[src/rtl/core/scmap_pkg.sv]
// Package for the scalar-to-RGB colormap block.
// Holds the fixed field widths, the map codes, the register map and the RGB result type.
// Depends on nothing; every other file of the block refers to it by scoped names.
package scmap_pkg;

    // Fixed widths of the request and result fields.
    localparam int SAMPLE_W = 14;
    localparam int CHAN_W   = 8;

    // Configuration port geometry.
    localparam int APB_DATA_W = 32;
    localparam int APB_ADDR_W = 3;
    localparam int MAP_SEL_W  = 3;

    // Register indexes (word addresses).
    localparam logic [APB_ADDR_W-3:0] REG_MAP_SELECT = '0;

    // Colormap codes; the remaining codes select black.
    typedef enum logic [MAP_SEL_W-1:0] {
        MAP_RAINBOW   = 3'd0,
        MAP_GRAY      = 3'd1,
        MAP_TWO_HUE   = 3'd2,
        MAP_HEAT      = 3'd3,
        MAP_DIVERGING = 3'd4
    } t_map_sel;

    // One result: three saturated 8-bit channels.
    typedef struct packed {
        logic [CHAN_W-1:0] red;
        logic [CHAN_W-1:0] green;
        logic [CHAN_W-1:0] blue;
    } t_rgb;

endpackage

[src/rtl/core/scmap_sample_if.sv]
// Input channel of the colormap block: valid/ready handshake and one scalar sample.
// Depends on scmap_pkg for the sample width.
interface scmap_sample_if;
    logic                                 valid;
    logic                                 ready;
    logic signed [scmap_pkg::SAMPLE_W-1:0] sample_value;

    modport source (output valid, output sample_value, input ready);
    modport sink   (input valid, input sample_value, output ready);
endinterface

[src/rtl/core/scmap_rgb_if.sv]
// Output channel of the colormap block: valid/ready handshake and one RGB triple.
// Depends on scmap_pkg for the channel width.
interface scmap_rgb_if;
    logic                          valid;
    logic                          ready;
    logic [scmap_pkg::CHAN_W-1:0]  red;
    logic [scmap_pkg::CHAN_W-1:0]  green;
    logic [scmap_pkg::CHAN_W-1:0]  blue;

    modport source (output valid, output red, output green, output blue, input ready);
    modport sink   (input valid, input red, input green, input blue, output ready);
endinterface

[src/rtl/core/scmap_cfg.sv]
// APB-style register file of the colormap block: holds the map selector.
// Depends on scmap_pkg for the register map and port widths.
module scmap_cfg (
    input  logic                               i_clk,
    input  logic                               i_rst_n,
    input  logic                               psel,
    input  logic                               penable,
    input  logic                               pwrite,
    input  logic [scmap_pkg::APB_ADDR_W-1:0]   paddr,
    input  logic [scmap_pkg::APB_DATA_W-1:0]   pwdata,
    output logic [scmap_pkg::APB_DATA_W-1:0]   prdata,
    output logic                               pready,
    output logic [scmap_pkg::MAP_SEL_W-1:0]    o_map_select
);

    logic [scmap_pkg::MAP_SEL_W-1:0] r_map_select;
    logic                            hit;

    // The word index is the address above the byte offset.
    assign hit    = (paddr[scmap_pkg::APB_ADDR_W-1:2] == scmap_pkg::REG_MAP_SELECT);
    assign pready = 1'b1;

    // Register write in the access phase.
    always_ff @(posedge i_clk) begin
        if (!i_rst_n) begin
            r_map_select <= scmap_pkg::MAP_RAINBOW;
        end else if (psel && penable && pwrite && hit) begin
            r_map_select <= pwdata[scmap_pkg::MAP_SEL_W-1:0];
        end
    end

    // Read back; unmapped words read as zero.
    always_comb begin
        prdata = '0;
        if (hit) begin
            prdata[scmap_pkg::MAP_SEL_W-1:0] = r_map_select;
        end
    end

    assign o_map_select = r_map_select;

endmodule

[src/rtl/core/scmap_core.sv]
// Combinational colormap datapath: clamps one sample and evaluates the selected map.
// Depends on scmap_pkg for the map codes and the RGB result type.
module scmap_core #(
    parameter int FRAC_BITS = 12
) (
    input  logic signed [scmap_pkg::SAMPLE_W-1:0] i_sample,
    input  logic [scmap_pkg::MAP_SEL_W-1:0]       i_map_select,
    output scmap_pkg::t_rgb                       o_rgb
);

    // Working width holds 5103 * 1.0 with a sign bit.
    localparam int AW = FRAC_BITS + 14;
    // Width of a value after dropping the fraction bits.
    localparam int VW = 13;

    localparam logic signed [AW-1:0] ONE  = AW'(1 << FRAC_BITS);
    localparam logic signed [AW-1:0] UNIT = AW'(5 << FRAC_BITS);

    logic signed [AW-1:0] sx;
    logic signed [AW-1:0] x;
    logic signed [AW-1:0] gs;
    logic signed [AW-1:0] q4;
    logic signed [AW-1:0] hr;
    logic signed [AW-1:0] hg;
    logic signed [AW-1:0] hb;
    logic [7:0]           rb_r;
    logic [7:0]           rb_g;
    logic [7:0]           rb_b;
    logic [7:0]           gray;
    logic [7:0]           th_up;
    logic [7:0]           th_down;
    logic [7:0]           heat_r;
    logic [7:0]           heat_g;
    logic [7:0]           dv_rise;
    logic [7:0]           dv_r;
    logic [7:0]           dv_b;
    logic [7:0]           dv_g4;

    function automatic logic signed [AW-1:0] f_abs(input logic signed [AW-1:0] v);
        return (v < 0) ? -v : v;
    endfunction

    function automatic logic signed [AW-1:0] f_pos(input logic signed [AW-1:0] v);
        return (v < 0) ? '0 : v;
    endfunction

    function automatic logic [7:0] f_sat(input logic [VW-1:0] v);
        return (v > VW'(255)) ? 8'd255 : v[7:0];
    endfunction

    // Integer part of a nonnegative working value.
    function automatic logic [VW-1:0] f_int(input logic signed [AW-1:0] m);
        logic signed [AW-1:0] s;
        s = m >>> FRAC_BITS;
        return s[VW-1:0];
    endfunction

    // Round for a denominator of 1.0: m already carries the half, divide by 2.0.
    function automatic logic [7:0] f_rnd_one(input logic signed [AW-1:0] m);
        logic signed [AW-1:0] s;
        s = m >>> (FRAC_BITS + 1);
        return (m < 0) ? 8'd0 : f_sat(s[VW-1:0]);
    endfunction

    // Divide by 10 through a reciprocal, exact for v below 16384.
    function automatic logic [7:0] f_div10(input logic [VW-1:0] v);
        logic [VW+12:0] p;
        p = (VW+13)'(v) * (VW+13)'(6554);
        return f_sat(VW'(p >> 16));
    endfunction

    // Divide by 6 through a reciprocal, exact for v below 32768.
    function automatic logic [7:0] f_div6(input logic [VW-1:0] v);
        logic [VW+13:0] p;
        p = (VW+14)'(v) * (VW+14)'(10923);
        return f_sat(VW'(p >> 16));
    endfunction

    // Divide by 14 through a reciprocal, exact for v below 5400.
    function automatic logic [7:0] f_div14(input logic [VW-1:0] v);
        logic [VW+12:0] p;
        p = (VW+13)'(v) * (VW+13)'(4682);
        return f_sat(VW'(p >> 16));
    endfunction

    // Rainbow channel: round(255 * h / (10 * 1.0)).
    function automatic logic [7:0] f_rb(input logic signed [AW-1:0] h);
        logic signed [AW-1:0] m;
        m = (h <<< 8) - h + UNIT;
        return f_div10(f_int(m));
    endfunction

    // Clamp the sample to [0, 1.0].
    assign sx = AW'(i_sample);
    always_comb begin
        if (sx < 0) begin
            x = '0;
        end else if (sx > ONE) begin
            x = ONE;
        end else begin
            x = sx;
        end
    end

    // Rainbow hats over g scaled by five units of 1.0.
    assign gs = x * AW'(22) + (ONE <<< 2);
    assign hr = f_pos(UNIT * AW'(3) - f_abs(gs - UNIT * AW'(4)) - f_abs(gs - UNIT * AW'(5)));
    assign hg = f_pos(UNIT * AW'(4) - f_abs(gs - UNIT * AW'(2)) - f_abs(gs - UNIT * AW'(4)));
    assign hb = f_pos(UNIT * AW'(3) - f_abs(gs - UNIT) - f_abs(gs - UNIT * AW'(2)));
    assign rb_r = f_rb(hr);
    assign rb_g = f_rb(hg);
    assign rb_b = f_rb(hb);

    // Grayscale and the two-hue ramps (denominator 1.0, half added up front).
    assign gray    = f_rnd_one(x * AW'(510) + ONE);
    assign th_up   = f_rnd_one(x * AW'(1020) + ONE);
    assign th_down = f_rnd_one(ONE * AW'(511) - x * AW'(1020));

    // Heat: red ramp up to 0.3, then green ramp over the remaining 0.7.
    assign heat_r = f_div6(f_int(x * AW'(5100) + ONE * AW'(3)));
    assign heat_g = f_div14(f_int(x * AW'(5100) - ONE * AW'(1523)));

    // Diverging segments over q = 4 f.
    assign q4      = x <<< 2;
    assign dv_rise = f_rnd_one(x * AW'(2040) + ONE);
    assign dv_r    = f_rnd_one(x * AW'(2040) - ONE * AW'(509));
    assign dv_b    = f_rnd_one(ONE * AW'(1531) - x * AW'(2040));
    assign dv_g4   = f_rnd_one(ONE * AW'(2041) - x * AW'(2040));

    // Select the map.
    always_comb begin
        o_rgb = '0;
        case (i_map_select)
            scmap_pkg::MAP_RAINBOW: begin
                o_rgb.red   = rb_r;
                o_rgb.green = rb_g;
                o_rgb.blue  = rb_b;
            end
            scmap_pkg::MAP_GRAY: begin
                o_rgb.red   = gray;
                o_rgb.green = gray;
                o_rgb.blue  = gray;
            end
            scmap_pkg::MAP_TWO_HUE: begin
                if (q4 < ONE) begin
                    o_rgb.red   = th_up;
                    o_rgb.green = th_down;
                end else begin
                    o_rgb.red   = th_down;
                    o_rgb.green = th_up;
                end
            end
            scmap_pkg::MAP_HEAT: begin
                if (x * AW'(10) <= ONE * AW'(3)) begin
                    o_rgb.red = heat_r;
                end else begin
                    o_rgb.red   = 8'd255;
                    o_rgb.green = heat_g;
                end
            end
            scmap_pkg::MAP_DIVERGING: begin
                if (q4 <= ONE) begin
                    o_rgb.green = dv_rise;
                    o_rgb.blue  = 8'd255;
                end else if (q4 <= ONE * AW'(2)) begin
                    o_rgb.red   = dv_r;
                    o_rgb.green = 8'd255;
                    o_rgb.blue  = 8'd255;
                end else if (q4 <= ONE * AW'(3)) begin
                    o_rgb.red   = 8'd255;
                    o_rgb.green = 8'd255;
                    o_rgb.blue  = dv_b;
                end else begin
                    o_rgb.red   = 8'd255;
                    o_rgb.green = dv_g4;
                end
            end
            default: begin
                o_rgb = '0;
            end
        endcase
    end

endmodule

[src/rtl/core/scalar_to_rgb_colormap.sv]
// Scalar-to-RGB colormap, top level: input register, colormap datapath, result register.
// Depends on scmap_pkg, scmap_sample_if, scmap_rgb_if, scmap_cfg and scmap_core.
//
// The block takes one signed sample per clock while the output is not stalled and returns
// one RGB triple per sample, in order. A request is registered at acceptance, mapped in a
// single combinational pass and held in the result register, which takes it from the
// input register whenever the result register is empty or its result is being taken;
// throughput is one item per clock while the output is not stalled, set by the two register
// stages, each of which advances whenever the stage after it is empty or being drained.
// Select the colormap through the map_select register at address 0 only while no request
// is in flight. FRAC_BITS sets the number of fraction bits of the sample.
module scalar_to_rgb_colormap #(
    parameter int FRAC_BITS = 12
) (
    input  logic                              i_clk,
    input  logic                              i_rst_n,
    scmap_sample_if.sink                      i_sample,
    scmap_rgb_if.source                       o_rgb,
    input  logic                              psel,
    input  logic                              penable,
    input  logic                              pwrite,
    input  logic [scmap_pkg::APB_ADDR_W-1:0]  paddr,
    input  logic [scmap_pkg::APB_DATA_W-1:0]  pwdata,
    output logic [scmap_pkg::APB_DATA_W-1:0]  prdata,
    output logic                              pready
);

    logic [scmap_pkg::MAP_SEL_W-1:0]        map_select;
    logic                                   r_v1;
    logic signed [scmap_pkg::SAMPLE_W-1:0]  r_sample;
    logic                                   r_v2;
    scmap_pkg::t_rgb                        r_rgb;
    scmap_pkg::t_rgb                        n_rgb;
    logic                                   adv1;
    logic                                   take_in;

    scmap_cfg u_cfg (
        .i_clk        (i_clk),
        .i_rst_n      (i_rst_n),
        .psel         (psel),
        .penable      (penable),
        .pwrite       (pwrite),
        .paddr        (paddr),
        .pwdata       (pwdata),
        .prdata       (prdata),
        .pready       (pready),
        .o_map_select (map_select)
    );

    scmap_core #(
        .FRAC_BITS (FRAC_BITS)
    ) u_core (
        .i_sample     (r_sample),
        .i_map_select (map_select),
        .o_rgb        (n_rgb)
    );

    // Stage handshakes: each stage moves when the one after it has room.
    assign adv1             = r_v1 && (!r_v2 || o_rgb.ready);
    assign i_sample.ready   = !r_v1 || adv1;
    assign take_in          = i_sample.valid && i_sample.ready;

    // Input register.
    always_ff @(posedge i_clk) begin
        if (!i_rst_n) begin
            r_v1 <= 1'b0;
        end else if (i_sample.ready) begin
            r_v1 <= i_sample.valid;
        end
    end

    always_ff @(posedge i_clk) begin
        if (take_in) begin
            r_sample <= i_sample.sample_value;
        end
    end

    // Result register.
    always_ff @(posedge i_clk) begin
        if (!i_rst_n) begin
            r_v2 <= 1'b0;
        end else if (!r_v2 || o_rgb.ready) begin
            r_v2 <= r_v1;
        end
    end

    always_ff @(posedge i_clk) begin
        if (adv1) begin
            r_rgb <= n_rgb;
        end
    end

    assign o_rgb.valid = r_v2;
    assign o_rgb.red   = r_rgb.red;
    assign o_rgb.green = r_rgb.green;
    assign o_rgb.blue  = r_rgb.blue;

    // An accepted request occupies the input register in the next cycle.
    a_take_fills: assert property (@(posedge i_clk) disable iff (!i_rst_n)
        take_in |=> r_v1)
        else $error("accepted request did not reach the input register");

    // A request stuck behind a full, stalled result register keeps its sample.
    a_hold_sample: assert property (@(posedge i_clk) disable iff (!i_rst_n)
        (r_v1 && !adv1) |=> (r_v1 && $stable(r_sample)))
        else $error("stalled input register lost its sample");

    // A request moved out of the input register shows up as a valid result.
    a_adv_result: assert property (@(posedge i_clk) disable iff (!i_rst_n)
        adv1 |=> r_v2)
        else $error("mapped request did not reach the result register");

    // A stalled result holds its value.
    a_hold_result: assert property (@(posedge i_clk) disable iff (!i_rst_n)
        (r_v2 && !o_rgb.ready) |=> (r_v2 && $stable(r_rgb)))
        else $error("stalled result changed");

endmodule

[src/flat_wrapper.sv]
// flat-port wrapper written by rule: the top's interface ports become plain ports
module scalar_to_rgb_colormap_flat 
#(
    parameter int FRAC_BITS = 12
)
  (i_clk, i_rst_n, psel, penable, pwrite, paddr, pwdata, prdata, pready, i_sample_valid, i_sample_sample_value, i_sample_ready, o_rgb_valid, o_rgb_red, o_rgb_green, o_rgb_blue, o_rgb_ready);
  scmap_sample_if i_sample_i ();
  scmap_rgb_if o_rgb_i ();
  input  logic i_clk;
  input  logic i_rst_n;
  input  logic psel;
  input  logic penable;
  input  logic pwrite;
  input  logic [scmap_pkg::APB_ADDR_W-1:0] paddr;
  input  logic [scmap_pkg::APB_DATA_W-1:0] pwdata;
  output logic [scmap_pkg::APB_DATA_W-1:0] prdata;
  output logic pready;
  input wire logic [$bits(i_sample_i.valid)-1:0] i_sample_valid;
  input wire logic [$bits(i_sample_i.sample_value)-1:0] i_sample_sample_value;
  output wire logic [$bits(i_sample_i.ready)-1:0] i_sample_ready;
  output wire logic [$bits(o_rgb_i.valid)-1:0] o_rgb_valid;
  output wire logic [$bits(o_rgb_i.red)-1:0] o_rgb_red;
  output wire logic [$bits(o_rgb_i.green)-1:0] o_rgb_green;
  output wire logic [$bits(o_rgb_i.blue)-1:0] o_rgb_blue;
  input wire logic [$bits(o_rgb_i.ready)-1:0] o_rgb_ready;
  assign i_sample_i.valid = i_sample_valid;
  assign i_sample_i.sample_value = i_sample_sample_value;
  assign i_sample_ready = i_sample_i.ready;
  assign o_rgb_valid = o_rgb_i.valid;
  assign o_rgb_red = o_rgb_i.red;
  assign o_rgb_green = o_rgb_i.green;
  assign o_rgb_blue = o_rgb_i.blue;
  assign o_rgb_i.ready = o_rgb_ready;
  scalar_to_rgb_colormap #(.FRAC_BITS(FRAC_BITS)) u_core (.i_clk(i_clk), .i_rst_n(i_rst_n), .i_sample(i_sample_i), .o_rgb(o_rgb_i), .psel(psel), .penable(penable), .pwrite(pwrite), .paddr(paddr), .pwdata(pwdata), .prdata(prdata), .pready(pready));
endmodule
[config.mk]
export PLATFORM = sky130hd
export DESIGN_NAME = scalar_to_rgb_colormap_flat
export DESIGN_NICKNAME = d
export VERILOG_FILES = /design/src/rtl/core/scmap_pkg.sv /design/src/rtl/core/scmap_sample_if.sv /design/src/rtl/core/scmap_rgb_if.sv /design/src/rtl/core/scmap_cfg.sv /design/src/rtl/core/scmap_core.sv /design/src/rtl/core/scalar_to_rgb_colormap.sv /design/src/flat_wrapper.sv
export SDC_FILE = /design/constraint.sdc
export NUM_CORES = 2
export LEC_CHECK = 0
export BUFFER_PORTS_ARGS = -buffer_cell sky130_fd_sc_hd__buf_2
export CAP_MARGIN = 20
export CORE_MARGIN = 4
export CORE_UTILIZATION = 55
export CTS_CLUSTER_DIAMETER = 40
export DETAILED_ROUTE_END_ITERATION = 7
export PLACE_DENSITY = 0.72
export SETUP_SLACK_MARGIN = 0.15
export SLEW_MARGIN = 20
export SYNTH_ARGS = -nofsm -noshare
export SYNTH_HDL_FRONTEND = slang
export SYNTH_SLANG_ARGS = --single-unit
[constraint.sdc]
create_clock -name i_clk -period 30.5 [get_ports i_clk]
set_input_delay 3.05 -clock i_clk [delete_from_list [all_inputs] [get_ports i_clk]]
set_output_delay 3.05 -clock i_clk [all_outputs]
set_load 0.03 [all_outputs]
* Word level (Yosys, flattened, before mapping)
Index checks and enable logic that the tools add are counted.
** Storage, ports and cells
- Input bits :: 56
- Bits in registers :: 43
** Cells by class
- Multiplexer cells :: 39
- Reduce and logical (&&, ||, !) cells :: 10
- Magnitude comparators :: 33
- Equality and inequality tests :: 4
- Add/sub/neg operators :: 30
- Bitwise logic cells :: 1
- Multipliers :: 11
** Operators by type and width (number)
- less-than comparator 26 x 1 -> 1 bit, second input constant :: 14
- 2-to-1 mux 8 bit :: 24
- 2-to-1 mux 26 bit :: 6
- negation 26 bit :: 4
- multiplier 13 x 12 -> 25 bit, second input constant :: 4
- > comparator 13 x 8 -> 1 bit, second input constant :: 7
- one-hot mux 16 bit (5 select lines) :: 1
- adder 26 x 14 -> 26 bit, second input constant :: 3
- <= comparator 26 x 15 -> 1 bit, second input constant :: 3
- subtractor 26 bit :: 3
- adder 25 x 16 -> 25 bit, second input constant :: 3
- 2-to-1 mux 25 bit :: 3
- subtractor 25 bit :: 3
- subtractor 17 x 26 -> 26 bit, first input constant :: 2
- subtractor 24 x 26 -> 26 bit, first input constant :: 2
- subtractor 26 x 18 -> 26 bit, second input constant :: 2
- > comparator 10 x 8 -> 1 bit, second input constant :: 4
- 2-to-1 mux 16 bit :: 2
- multiplier 13 x 14 -> 27 bit, second input constant :: 1
- adder 26 x 16 -> 26 bit, second input constant :: 1
- <= comparator 26 x 14 -> 1 bit, second input constant :: 1
- less-than comparator 26 x 14 -> 1 bit, second input constant :: 1
- multiplier 26 x 12 -> 23 bit, second input constant :: 1
- multiplier 26 x 4 -> 25 bit, second input constant :: 1
- other kinds (25) :: 32

* Depth between registers and ports, before layout
- Depth in word-level cells :: 18
- Depth in mapped cells :: 73

* Modules after synthesis
A second synthesis with hierarchy kept.
** Second synthesis, totals
- Cells, all modules :: 3903
- Area, all modules :: 33098.0 sq um
** By module, submodules not included
- scmap_core :: times used 1, cells an instance 3807, sequential area each 0.0 sq um, area each 31466.4 sq um
- scalar_to_rgb_colormap :: times used 1, cells an instance 47, sequential area each 1181.1 sq um, area each 1244.9 sq um
- scmap_cfg :: times used 1, cells an instance 49, sequential area each 60.1 sq um, area each 386.6 sq um

* Worst setup path after synthesis
Ideal clock, no wire load.
- Kind :: reg2reg
- Start point :: register u_core.r_sample[9] (netlist bit)
- End point :: register u_core.r_rgb (netlist bit u_core.o_rgb.green[1]) (data pin)
- Cell stages (with the launch flop) :: 72
- Library setup time :: 268 ps
- Required time :: 30232 ps
- Arrival time :: 15387 ps
- Slack :: 14844 ps
- Cell sequence :: edfxtp_1 -> nor4_1 -> nand3_1 -> a21oi_1 -> nand2_1 -> inv_1 -> ha_1 -> inv_1 -> fa_1 -> inv_1 -> ha_1 -> o211ai_1 -> o211ai_1 -> a2111oi_2 -> nor2b_1 -> nor2_1 -> xnor2_1 -> inv_1 -> [36 not listed] -> inv_1 -> fa_1 -> inv_1 -> fa_1 -> inv_1 -> ha_1 -> o21ai_0 -> a21oi_1 -> o22a_1 -> o211a_1 -> nand3_1 -> a311oi_1 -> o21ai_0 -> a21oi_1 -> a32oi_1 -> o21a_1 -> a311oi_1 -> nand3_1
** RTL lines
- from (decl) :: line scalar_to_rgb_colormap.sv:30 : logic signed [scmap_pkg::SAMPLE_W-1:0] r_sample;
- from (signal assigned) :: line scalar_to_rgb_colormap.sv:74 : r_sample <= i_sample.sample_value;
- to (signal assigned) :: line scalar_to_rgb_colormap.sv:89 : r_rgb <= n_rgb;
- to (decl) :: line scalar_to_rgb_colormap.sv:32 : scmap_pkg::t_rgb r_rgb;

==> flow_summary.ini <==
[cts]
cts_resized = 0
cts.clk_slew.worst_paths_ns = 0.07
cts-root-buf = clkbuf_16
clock_latency_ns = 0.32
cts.path.max_buffers = 2
cts_tree = yes
post_cts_buffers = 0
cts_sinks = 43
numCtsBuffers = 5
htreeDepth = 2
hold_buffers = 0

[logic_synthesis]
syn_avg_cell_area_sq_um = 8.50
ys_async_sr_fraction_pct = 0
syn-instance-count = 3925
synth-warning-count = 0
synth_seq_cells = 43
yosys-top-cells-count = ha_1, inv_1, fa_1
ys.flop_type = edfxtp_1
netlist_top_cells_area = ha_1, fa_1, inv_1
synth.most_common_cell = ha_1
yosysTopAreaCell = ha_1
synth_edf_count = 38
synth_top_area_share_pct = 30.0
netlist_area_sq_um = 33400
synth_cell_types = 113
synth_seq_area_share_pct = 3.72

[setup_path]
max_stage_delay_ns = 0.82
critPathLaunch = u_core.r_sample[10]$_DFFE_PP_
crit_path_end = u_core.o_rgb.green[1]$_DFFE_PP_
cp_slowest_cell = xor2_1
reg2reg_slack_ns = 11.68
crit-reg2reg-launch = u_core.r_sample[10]$_DFFE_PP_
crit_path_start_kind = register
rr_worst_depth = 68
cp_max_fo = 16
cp-end-kind = register
path_class = register to register
cp.required_ns = 30.53
crit_arrival_ns = 18.84
reg2reg_to = u_core.o_rgb.green[1]$_DFFE_PP_

[sta]
layout_min_cycle_time_ns = 18.82
clock.fmax_mhz = 53.1
hold_viol = 0
rsz0062_at_grt = false
worst_slew_pin_slew_ns = 1.11
relSlewSlack_pct = 25.3
setup_tns_ns = 0
holdWs_ns = 0.536
slew_violations = 0
fin_skew_ns = 0.00818
setup_viol = 0
finalCritPeriodShare_pct = 61.7

[final_layout]
fin_area_sq_um = 34600
syn_to_final_growth_pct = 3.65
fillers = 5514
nets = 5110
drive_gt1_share_pct = 4.15
n_antenna_cell = 0

[floorplan]
die_x_microns = 254
floorplan.initialDensity_pct = 55.4
rows = 90
die_h_microns = 254
core-area_sq_um = 60200
num_io_pins = 115
die_area_sq_um = 64700

[global_routing]
grt_pass1_wl_mm = 131
antenna_found_initial = 2
overflow = 0
track_usage_pct = 24.6
grt_max_degree = 25
grt_pass1_vias = 26268

[placed_design]
hpwl_mm = 70.2
placed_cell_area_sq_um = 34400
portBuffers = 53
gp_congestion = 0.985

[routing]
first_pass_iters = 6
num_vias = 27091
routed_wl_mm = 79.8
via_per_inst = 5.72
drc = 0
postRouteAntennaNets = 0
drt_iter0_markers = 1636
routedWlPerCell_microns = 16.9

[worst_hold_path]
min_from = u_core.r_v1$_SDFFE_PN0N_
hp-class = register to register

[flow_run]
drv_cap = 0

[run_status]
status = complete, no violations
## routing by layer
metal | share of wire [%] | up-vias | track usage (%)
met5 | 0 | - | 0
met1 | 45 | 12914 | 34.4
met3 | 4.1 | 134 | 0.836
met4 | 3.3 | 0 | 7.43
li1 | - | 13399 | -
met2 | 47 | 644 | 41.9
## how the worst min path moves through the flow
stage / to / slack [ns] / depth (start not counted)
after floorplan: u_core.o_rgb.valid$_SDFFE_PN0P_ / 0.48 / 1
after global placement: u_core.o_rgb.valid$_SDFFE_PN0P_ / 0.51 / 1
after detailed placement: u_core.o_rgb.valid$_SDFFE_PN0P_ / 0.52 / 1
after CTS: u_core.o_rgb.valid$_SDFFE_PN0P_ / 0.54 / 1
after global routing: u_core.o_rgb.valid$_SDFFE_PN0P_ / 0.56 / 1
final: u_core.o_rgb.valid$_SDFFE_PN0P_ / 0.54 / 1
## flip-flops by register name (all words and copies together) (netlist names)
signal                     cells
u_core.o_rgb.red               8
u_core.u_cfg.o_map_select      3
u_core.o_rgb.green             8
u_core.r_v1                    1
u_core.o_rgb.blue              8
u_core.r_sample               14
u_core.o_rgb.valid             1
## kinds of logic (layout without fill, tap and decap cells)
family | count (synthesis) | in the layout | synth area share, %
adder cells (fa/ha/maj) | 1103 | 1103 | 48.2
AO/OA/AOI/OAI | 720 | 720 | 14.5
multiplexers | 23 | 23 | 0.705
XOR/XNOR | 382 | 382 | 10.5
buffers and inverters | 747 | 734 | 8.79
flip-flops | 43 | 43 | 3.72
AND/OR/NAND/NOR | 905 | 905 | 13.6
other | 2 | 42 | 0.0225
## per-stage QoR
step / cells / setup WS (ns) / util [%]
6_report: 4734 / 11.68 / 57.4
5_1_grt: 4734 / 10.09 / 57.4
4_1_cts: 4734 / 11.85 / 57.4
3_5_place_dp: 4726 / 11.93 / 57.1
3_3_place_gp: 4726 / 12.05 / 57.1
2_1_floorplan: 3965 / 14.84 / -
## worst max-delay path: cells and delay by family, from the launching register on
kind	cells	cell delay, ns
AOI/OAI and AO/OA	23	6.17
xor gates and xnor gates	6	2.17
buffers and inverters	9	1.25
adders and majority gates	12	4.45
and+or+nand+nor	18	4.04
DFF	1	0.44
## cell type report
cell class                 instances  area [sq um]  area share [%]
sequential                        43          1240            3.59
multi-input combinational       3175         29400            84.9
clock inverter                     2          12.5          0.0362
tap                              782           978            2.83
inverter                         654          2450            7.10
clock buffer                       6           129           0.373
timing repair buffer              72           408            1.18
## cell usage in the layout, fill, tap and decap left out, types with 71 or more instances in the layout
cell type,count
nand2_1,228
o21ai_0,142
ha_1,800
nand3_1,78
nor2_1,218
nor3_1,71
a21oi_1,189
inv_1,651
xor2_1,122
fa_1,303
xnor2_1,246
Power is left out: the tool's default activity adds up to more than one toggle a clock period on the data nets, which glitch-free logic cannot reach.
